==> config.mk <==
export PLATFORM = sky130hd
export DESIGN_NAME = ist_ctrl
export DESIGN_NICKNAME = d
export VERILOG_FILES = /design/src/rtl/ist_pkg.sv /design/src/rtl/ist_ctrl.sv
export VERILOG_INCLUDE_DIRS = /design/src /design/src/rtl
export SDC_FILE = /design/constraint.sdc
export NUM_CORES = 1
export LEC_CHECK = 0
export BUFFER_PORTS_ARGS = -buffer_cell sky130_fd_sc_hd__buf_2
export CELL_PAD_IN_SITES_DETAIL_PLACEMENT = 2
export CELL_PAD_IN_SITES_GLOBAL_PLACEMENT = 2
export CORE_ASPECT_RATIO = 0.75
export CORE_UTILIZATION = 20
export CTS_CLUSTER_SIZE = 14
export DETAILED_ROUTE_END_ITERATION = 12
export GPL_ROUTABILITY_DRIVEN = 0
export PLACE_DENSITY_LB_ADDON = 0.08
export SYNTH_ARGS = -nofsm -noshare
export SYNTH_HDL_FRONTEND = slang
export SYNTH_SLANG_ARGS = --single-unit
==> constraint.sdc <==
create_clock -name aclk -period 2 [get_ports aclk]
set_input_delay 0.5 -clock aclk [delete_from_list [all_inputs] [get_ports aclk]]
set_output_delay 0.5 -clock aclk [all_outputs]
set_load 0.03 [all_outputs]
==> src/rtl/interpolation_search_table_defines.svh <==
// ----------------------------------------------------------------------------
// interpolation search table defines
// assertion macros shared by the rtl files of the search table
// ----------------------------------------------------------------------------
`ifndef INTERPOLATION_SEARCH_TABLE_DEFINES_SVH
`define INTERPOLATION_SEARCH_TABLE_DEFINES_SVH

`ifndef SYNTH
// same-cycle implication, checked outside reset
`define IST_ASSERT_NOW(label, ante, cons) \
    label: assert property (@(posedge aclk) disable iff (!aresetn) (ante) |-> (cons)) \
        else $error("interpolation search table assertion failed");
// next-cycle implication, checked outside reset
`define IST_ASSERT_NEXT(label, ante, cons) \
    label: assert property (@(posedge aclk) disable iff (!aresetn) (ante) |=> (cons)) \
        else $error("interpolation search table assertion failed");
`else
`define IST_ASSERT_NOW(label, ante, cons)
`define IST_ASSERT_NEXT(label, ante, cons)
`endif

`endif

==> src/rtl/ist_pkg.sv <==
// ----------------------------------------------------------------------------
// ist_pkg
// shared constants, codes and control structs of the interpolation search table
// ----------------------------------------------------------------------------
package ist_pkg;

    localparam int TABLE_DEPTH = 256;
    localparam int VALUE_WIDTH = 32;

    localparam int IDX_W     = $clog2(TABLE_DEPTH);
    localparam int POS_W     = IDX_W + 2;
    localparam int DIFF_W    = VALUE_WIDTH + 1;
    localparam int NUM_W     = DIFF_W + IDX_W;
    localparam int DIV_STEPS = IDX_W;
    localparam int CNT_W     = $clog2(DIV_STEPS + 1);

    localparam int ENTRY_W     = 8;
    localparam int DATA_W      = 32;
    localparam int S_TDATA_W   = ENTRY_W + DATA_W;
    localparam int POSITION_W  = 8;
    localparam int M_TDATA_W   = POSITION_W;
    localparam int CFG_INDEX_W = 1;
    localparam int CFG_DATA_W  = 8;

    localparam logic OP_WRITE  = 1'b0;
    localparam logic OP_SEARCH = 1'b1;

    localparam logic [CFG_INDEX_W-1:0] REG_WINDOW_FIRST = 1'd0;
    localparam logic [CFG_INDEX_W-1:0] REG_WINDOW_LAST  = 1'd1;

    localparam logic [CFG_DATA_W-1:0] WINDOW_FIRST_RESET = 8'd0;
    localparam logic [CFG_DATA_W-1:0] WINDOW_LAST_RESET  = 8'd255;

    typedef logic [1:0] rd_sel_t;
    localparam rd_sel_t RD_SEL_LOW   = 2'd0;
    localparam rd_sel_t RD_SEL_HIGH  = 2'd1;
    localparam rd_sel_t RD_SEL_PROBE = 2'd2;

    typedef struct packed {
        logic    wr_en;
        logic    start;
        logic    rd_en;
        rd_sel_t rd_sel;
        logic    cap_vlow;
        logic    cap_vhigh;
        logic    probe_low;
        logic    mul;
        logic    div_step;
        logic    narrow;
        logic    set_hit;
        logic    emit;
    } ist_cmd_t;

    typedef struct packed {
        logic empty;
        logic out_range;
        logic ends_equal;
        logic div_last;
        logic hit;
    } ist_status_t;

endpackage

==> src/rtl/ist_ctrl.sv <==
// ----------------------------------------------------------------------------
// ist_ctrl
// search sequencer and output handshake of the interpolation search table
// ----------------------------------------------------------------------------
`include "interpolation_search_table_defines.svh"

module ist_ctrl
    import ist_pkg::*;
(
    input  logic        aclk,
    input  logic        aresetn,
    input  logic        s_tvalid,
    input  logic        s_tuser,
    output logic        s_tready,
    output logic        m_tvalid,
    input  logic        m_tready,
    input  ist_status_t status,
    output ist_cmd_t    cmd
);

    localparam logic [3:0] S_IDLE     = 4'd0;
    localparam logic [3:0] S_CHECK    = 4'd1;
    localparam logic [3:0] S_RD_LOW   = 4'd2;
    localparam logic [3:0] S_RD_HIGH  = 4'd3;
    localparam logic [3:0] S_EVAL     = 4'd4;
    localparam logic [3:0] S_DIV      = 4'd5;
    localparam logic [3:0] S_RD_PROBE = 4'd6;
    localparam logic [3:0] S_CMP      = 4'd7;
    localparam logic [3:0] S_DONE     = 4'd8;

    logic [3:0] state_reg;
    logic [3:0] state_next;
    logic       m_tvalid_reg;
    logic       m_tvalid_next;

    assign s_tready = state_reg == S_IDLE;
    assign m_tvalid = m_tvalid_reg;

    always_comb begin
        cmd        = '0;
        state_next = state_reg;
        case (state_reg)
            S_IDLE: begin
                if (s_tvalid) begin
                    if (s_tuser == OP_WRITE) begin
                        cmd.wr_en = 1'b1;
                    end else begin
                        cmd.start  = 1'b1;
                        state_next = S_CHECK;
                    end
                end
            end
            S_CHECK: begin
                if (status.empty) begin
                    state_next = S_DONE;
                end else begin
                    cmd.rd_en  = 1'b1;
                    cmd.rd_sel = RD_SEL_LOW;
                    state_next = S_RD_LOW;
                end
            end
            S_RD_LOW: begin
                cmd.cap_vlow = 1'b1;
                cmd.rd_en    = 1'b1;
                cmd.rd_sel   = RD_SEL_HIGH;
                state_next   = S_RD_HIGH;
            end
            S_RD_HIGH: begin
                cmd.cap_vhigh = 1'b1;
                state_next    = S_EVAL;
            end
            S_EVAL: begin
                if (status.out_range) begin
                    state_next = S_DONE;
                end else if (status.ends_equal) begin
                    cmd.probe_low = 1'b1;
                    state_next    = S_RD_PROBE;
                end else begin
                    cmd.mul    = 1'b1;
                    state_next = S_DIV;
                end
            end
            S_DIV: begin
                cmd.div_step = 1'b1;
                if (status.div_last) begin
                    state_next = S_RD_PROBE;
                end
            end
            S_RD_PROBE: begin
                cmd.rd_en  = 1'b1;
                cmd.rd_sel = RD_SEL_PROBE;
                state_next = S_CMP;
            end
            S_CMP: begin
                if (status.hit) begin
                    cmd.set_hit = 1'b1;
                    state_next  = S_DONE;
                end else begin
                    cmd.narrow = 1'b1;
                    state_next = S_CHECK;
                end
            end
            S_DONE: begin
                if (!m_tvalid_reg || m_tready) begin
                    cmd.emit   = 1'b1;
                    state_next = S_IDLE;
                end
            end
            default: begin
                state_next = S_IDLE;
            end
        endcase
    end

    always_comb begin
        if (cmd.emit) begin
            m_tvalid_next = 1'b1;
        end else if (m_tready) begin
            m_tvalid_next = 1'b0;
        end else begin
            m_tvalid_next = m_tvalid_reg;
        end
    end

    always_ff @(posedge aclk) begin
        if (!aresetn) begin
            state_reg    <= S_IDLE;
            m_tvalid_reg <= 1'b0;
        end else begin
            state_reg    <= state_next;
            m_tvalid_reg <= m_tvalid_next;
        end
    end

    // a search transfer blocks the input until its result is queued
    `IST_ASSERT_NEXT(a_search_blocks, s_tvalid && s_tready && (s_tuser == OP_SEARCH), !s_tready)
    // a pending result is never overwritten
    `IST_ASSERT_NOW(a_no_overwrite, cmd.emit, !m_tvalid_reg || m_tready)

endmodule

== Word-level counts from Yosys, hierarchy flattened ==
Index checks and enable logic that the tools add are counted.
Storage, ports and cells
  register bits after elaboration: 5
  word-level logic and storage cells: 48
  input bits: 10
Operators by class
  mux-type cells: 29
  reduce and logical (&&, ||, !) cells: 5
  equality and inequality tests: 12
Operators by type and width (count)
  4-bit one-hot mux with 9 select lines: 1
  4-bit 2-to-1 mux: 7
  4-bit by 3-bit == test with 1-bit output (second input constant): 4
  1-bit 2-to-1 mux: 13
  2-bit 2-to-1 mux: 6
  3-bit one-hot mux with 3 select lines: 1
  4-bit by 2-bit == test with 1-bit output (second input constant): 2
  2-bit inequality test (second input constant): 4
  4-bit by 1-bit == test with 1-bit output (second input constant): 1
  4-bit == test (second input constant): 1
  4-bit zero test: 1
  4-bit AND reduction: 1
  3-bit 2-to-1 mux: 1
  2-bit nonzero test: 1
  1-bit zero test: 1
  1-bit logical OR: 1

== Logic depth before layout (Yosys ltp) ==
Gate-level depths: netlist (run 1).
  depth after elaboration: 5
  mapped depth: 5

== Least setup slack after synthesis (run 1) ==
No wires, ideal clock.
  path kind: register -> output
  from: reg state_reg[3]
  to: out cmd[12] (netlist name)
  stages on the path, launching flop included: 5
  slack: -0.650 ns
  data arrival time: 2.150 ns
  path buffers: 1
  cell sequence: dfxtp_1 buf_6 nor4_1 nand2_1 nor2_1
RTL lines
  start, declared: line ist_ctrl.sv:31  | logic [3:0] state_reg;
  start signal, assigned: line ist_ctrl.sv:130  | state_reg <= state_next;
  end, declared: line ist_ctrl.sv:18  | output ist_cmd_t cmd

==> results of run 1 <==
==> worst paths after layout <==
check	to	slack, ns	depth (start not counted)
worst max-delay path	cmd[5]	-0.006	3
worst min register to register	m_tvalid$_SDFFE_PN0P_	0.53	2
worst min-delay path	state_reg[3]$_SDFFE_PN0P_	0.51	2
worst max register to register	state_reg[1]$_SDFFE_PN0P_	0.44	6
==> critical path: stages, from the launching register on <==
cell and delay (ns):
dfxtp_2 0.31, or4b_4 0.57, nor3b_4 0.22, buf_6 0.16
==> through the flow <==
| stage | instances | TNS [ns] | hold slack, ns | total power [mW] |
|---|---|---|---|---|
| floorplan | 58 | 0 | 0.6137 | 0.1787 |
| detailed placement | 107 | 0 | 0.5274 | 0.2124 |
| finish | 116 | -0.006252 | 0.5109 | 0.3582 |
| global placement | 107 | 0 | 0.5220 | 0.2117 |
| global route | 116 | -0.1368 | 0.5011 | 0.3892 |
| CTS | 112 | -0.01571 | 0.5145 | 0.3367 |
==> cells in the final DEF (no fill, tap or decap), types with 3 or more instances in the layout <==
cell | synthesis | routed
nor2_1 | 3 | 3
buf_6 | 1 | 4
nand2_1 | 7 | 7
nor3_1 | 8 | 7
a21oi_1 | 3 | 3
dfxtp_1 | 5 | 4
buf_2 | 2 | 17
buf_4 | 2 | 12
clkbuf_4 | 0 | 4
==> power breakdown <==
| part | internal [mW] | switching (mW) | total [mW] | leakage, nW |
|---|---|---|---|---|
| registers | 0.105 | 0.00310 | 0.108 | 0.0411 |
| logic | 0.0588 | 0.0740 | 0.133 | 0.282 |
| clock network | 0.0755 | 0.0422 | 0.118 | 0.0150 |
==> layout make-up <==
cell class,count,area (µm²),area share (%)
multi-input cells,45,322.8,43.43
repair buffers,35,247.7,33.33
flip-flops and latches,5,101.3,13.64
well taps,24,30.03,4.040
clock buffers,4,26.28,3.535
inverters,3,15.01,2.020
==> layer usage <==
layer | vias up | GRT usage (%) | wire length, µm
li1 | 279 | - | -
met2 | 18 | 22.41 | 730
met5 | - | 0 | 0
met4 | 0 | 3.000 | 0
met1 | 253 | 20.31 | 741
met3 | 0 | 5.861 | 75
==> cells in the mapped netlist <==
library cell	n
nor3_1	8
nand2_1	7
dfxtp_1	5
a21oi_1	3
inv_1	3
nand2b_1	3
nor2_1	3
nor4_1	3
a211oi_1	2
buf_2	2
buf_4	2
nor3_2	2
o21ai_0	2
a21boi_0	1
a311oi_1	1
a31oi_1	1
and2b_2	1
and3_1	1
and3b_1	1
buf_6	1
nand4b_1	1
nor2b_1	1
nor3b_2	1
o21ai_1	1
o31a_1	1
or4b_4	1
==> logic make-up (layout without fill, tap and decap cells) <==
kind of cell	Yosys count	count (layout)	share of synthesized area (%)
buf+inv	8	42	11.21
compound gates	12	12	17.99
simple gates	33	33	47.20
flops	5	5	23.60
==> repair_timing <==
item,CTS,global route
buffers inserted,1,4
endpoints found under the setup margin,4,8
pin swaps,1,3
gates resized for setup,4,19
==> flow_summary.toml, run 1 <==
[status]
status = "finished, violations left"
failing_checks = "setup timing"

[sta]
report.final.slew_viol_count = 0
grt_setup_unrepaired = "true"
final_min_period_over_clock_period_pct = 100.3
achievable_freq_mhz = 498.4
worst_clock_skew_ns = 0.003309
final_setup_slack_of_the_worst_path_ns = -0.006252
finalCriticalPeriod_ns = 2.006
setup_viol_count_final = 1
timing.slew.headroom_pct = 69.81
final-hold-violation-count = 0
tightest_slew_ns = 0.4487

[pwr]
p_leak_nw = 0.3382
powerDensity_nw_per_um2 = 481.9
vdd_ir_drop_max_mv = 0.2581

[die]
floorplan.die.height_um = 41.88
die_x_um = 55.18
start_util_pct = 21.24
design.die.area_um2 = 2311
core_region_area_um2 = 1997
ioPinCount = 25
placement_rows = 14

[placed_design]
placed_cell_area_um2 = 598.1
port_buffers = 24
placement.setup.worst_slack_ns = 0.2134
dp.final_hpwl_um = 1175

[cells_and_area]
fillers = 243
num_antenna_cells = 0
post_route_cells_drive_above_1_share_pct = 55.43
layout-area-overhead-vs-synth_pct = 75.22
final_cell_area_um2 = 743.2
largest_register_ff_count = 4
finalCoreUtilization_pct = 37.22
final_nets = 103

[synthesis]
synthesis.yosys.warnings = 0
post_synth.cell_area_avg_um2 = 7.313
synth-seq-area-share_pct = 23.60
post_synth_num_cell_types = 26
synth_seq_cells = 5
synth_largest_area_cell = "dfxtp_1"
yosys.area.top_type_share_pct = 23.60
synthesized_netlist_cell_count = 58
synth_fp_nets = 68
netlist_area_um2 = 424.2
ys_top_cells_by_area = "dfxtp_1 24%, nor3_1 9.4%, nand2_1 6.2%"

[grt]
grtUsageTotal_pct = 15.01
first_global_vias = 554
grt_antenna_before_repair = 0
grt_start_max_net_pins = 13
grt_remaining_overflow = 0
grt_first_pass_wirelength_um = 2463

[clocking]
cts.htree.levels = 1
cts.hold.buffers_added = 0
max_root_sink_buffers = 2
insertion_delay_ns = 0.24
tritoncts_clock_tree = "yes"
clock_tree.root_cell = "clkbuf_4"
clkSinkCount = 5
path_clk_slew_ns = 0.05
cts_buffers = 3

[drt]
detail_route.wl_per_cell_um = 13.33
drt-pass1-iter-count = 3
detail_route.iter0.violations = 4
drt_wl_total_um = 1546
drt.antenna.violating_nets = 0
drcViolationCount = 0
detail_route.vias_per_cell = 4.741
route.vias.total = 550

[worst_setup_path]
required_ns = 1.50
path_max_fanout = 2
timing.critical_path.from = "state_reg[3]$_SDFFE_PN0P_"
cp_data_arrival_time_ns = 1.51
worst_r2r_startpoint = "state_reg[3]$_SDFFE_PN0P_"
timing.setup.critical_path_class = "reg2out"
worstSetupStartpointType = "flop"
crit_path_end_kind = "output pin"

[worst_hold_path]
holdCritPathClass = "in2reg"
holdCritStartpoint = "aresetn"

[job]
maxCapViolations = 0
Note: power is estimated with default switching activity, not from simulation.
==> run 2, diff against run 1 <==
PLACE_DENSITY_LB_ADDON = 0.2   (was 0.08)
SETUP_SLACK_MARGIN = 0.2   (was not set)
==> run 2 against run 1 <==
The run ends with DRC, setup timing left. Largest cell class unchanged. Sequential share of layout area fell by 2.0 points. Non-clock buffer count is 1 higher. Sequential cell count unchanged. Utilization rose by 6.5 points. Wire length increased by 36%. Combinational power is 26% higher. Critical path type unchanged. Global-route usage up 3.7 points. Die area unchanged.
==> flow_summary.toml, run 2 (synthesis gave the netlist of run 1 again) <==
[sta]
final_min_period_over_clock_period_pct = 100.7
final-hold-violation-count = 0
achievable_freq_mhz = 496.4
setup_viol_count_final = 1
finalCriticalPeriod_ns = 2.014
worst_clock_skew_ns = 0.007725
report.final.slew_viol_count = 0
tightest_slew_ns = 0.4682
final_setup_slack_of_the_worst_path_ns = -0.01438
timing.slew.headroom_pct = 68.50
grt_setup_unrepaired = "true"

[clocking]
clkSinkCount = 5
clock_tree.root_cell = "clkbuf_4"
max_root_sink_buffers = 2
cts_buffers = 3
insertion_delay_ns = 0.25
path_clk_slew_ns = 0.05
cts.htree.levels = 1
tritoncts_clock_tree = "yes"

[worst_setup_path]
critical_path.slowest_cell = "or4b_4"
worst_path_largest_cell_delay_ns = 0.58
worstSetupStartpointType = "flop"
timing.setup.critical_path_class = "reg2out"
crit_chain = "or4b_4 -> nor3b_4 -> buf_6"
cp_data_arrival_time_ns = 1.51
required_ns = 1.50
crit_path_end_kind = "output pin"
path_max_fanout = 2

[cells_and_area]
final_common_cell = "buf_6"
largest_register_ff_count = 4
final_cell_area_um2 = 872.1
layout-area-overhead-vs-synth_pct = 105.6
final_nets = 104
finalCoreUtilization_pct = 43.67
num_antenna_cells = 0
most-common-layout-cells = "15 x buf_6, 11 x buf_4, 10 x buf_2"
post_route_cells_drive_above_1_share_pct = 64.52

[grt]
grt_start_max_net_pins = 14
grt_antenna_before_repair = 0
first_global_vias = 592
grtUsageTotal_pct = 18.76
grt_remaining_overflow = 0
grt_first_pass_wirelength_um = 3001

[pwr]
total_power_uw = 398.8
vdd_ir_drop_max_mv = 0.2365
powerDensity_nw_per_um2 = 457.3
p_leak_nw = 0.3707

[drt]
detail_route.iter0.violations = 7
drt_wl_total_um = 2097
route.vias.total = 587
drt-pass1-iter-count = 8
detail_route.wl_per_cell_um = 17.92
detail_route.vias_per_cell = 5.017
drcViolationCount = 2
drt.antenna.violating_nets = 0

[die]
core_region_area_um2 = 1997
ioPinCount = 25
floorplan.die.height_um = 41.88
placement_rows = 14
die_x_um = 55.18
start_util_pct = 21.24
design.die.area_um2 = 2311

[placed_design]
placement.setup.worst_slack_ns = 0.1651
dp.final_hpwl_um = 1238
placed_cell_area_um2 = 613.1
port_buffers = 24

[worst_hold_path]
holdCritPathClass = "in2reg"

[status]
status = "finished, violations left"
failing_checks = "DRC, setup timing"

[job]
maxCapViolations = 0
## run 2: cell types whose count changed in the layout (fill, tap and decap cells not counted), sizes merged
cell | before | now
buf | 34 | 36
clkbuf | 5 | 4
## run 2: cell type report
class                           instances  area [µm²]
Fill cell                             228        1125
Multi-Input combinational cell         45       395.4
Timing Repair Buffer                   36       301.5
Sequential cell                         5       101.3
Tap cell                               24       30.03
Clock buffer                            4       26.28
Inverter                                3       17.52
## run 2: metal layers
metal / track usage (%) / up-vias / wire length [µm]
met3: 2.564 / 4 / 97
met4: 6.000 / 0 / 30
met2: 31.08 / 18 / 1098
met5: 0 / - / 0
met1: 24.39 / 286 / 870
li1: - / 279 / -
## run 2: path summary, 6_finish.rpt
| path | cells after the start | slack, ns | start | endpoint |
|---|---|---|---|---|
| min | 2 | 0.53 | aresetn | state_reg[3]$_SDFFE_PN0P_ |
| min reg2reg | 2 | 0.60 | m_tvalid$_SDFFE_PN0P_ | m_tvalid$_SDFFE_PN0P_ |
| max | 3 | -0.01 | state_reg[3]$_SDFFE_PN0P_ | cmd[5] |
| max reg2reg | 7 | 0.49 | state_reg[0]$_SDFFE_PN0P_ | state_reg[3]$_SDFFE_PN0P_ |
## run 2: repair_timing
| action | in CTS | in global routing |
|---|---|---|
| setup endpoints to repair | 14 | 13 |
| gates resized for setup | 29 | 20 |
| pin swaps | 7 | 6 |
| endpoints found under the hold margin | 0 | 0 |
| setup buffers | 5 | 3 |
| hold buffers | 0 | 0 |
## run 2: stage by stage
| stage | TNS, ns | instances | hold WS [ns] |
|---|---|---|---|
| final | -0.01438 | 117 | 0.5292 |
| after global routing | -0.1326 | 117 | 0.5313 |
| after CTS | -0.01700 | 114 | 0.5384 |
| after detailed placement | 0 | 105 | 0.5410 |
| after global placement | 0 | 105 | 0.5339 |
| after floorplan | 0 | 58 | 0.6146 |
## run 2: worst max-delay path, delay by kind of cell, from the launching register on
kind,cells,cell delay [ns]
and+or+nand+nor,2,0.80
DFF,1,0.31
buffers and inverters,1,0.16
## run 2: power breakdown
| group | switching [mW] | internal [mW] | leakage, nW |
|---|---|---|---|
| sequential | 0.00322 | 0.105 | 0.0409 |
| combinational | 0.0954 | 0.0729 | 0.315 |
| clock | 0.0467 | 0.0757 | 0.0150 |
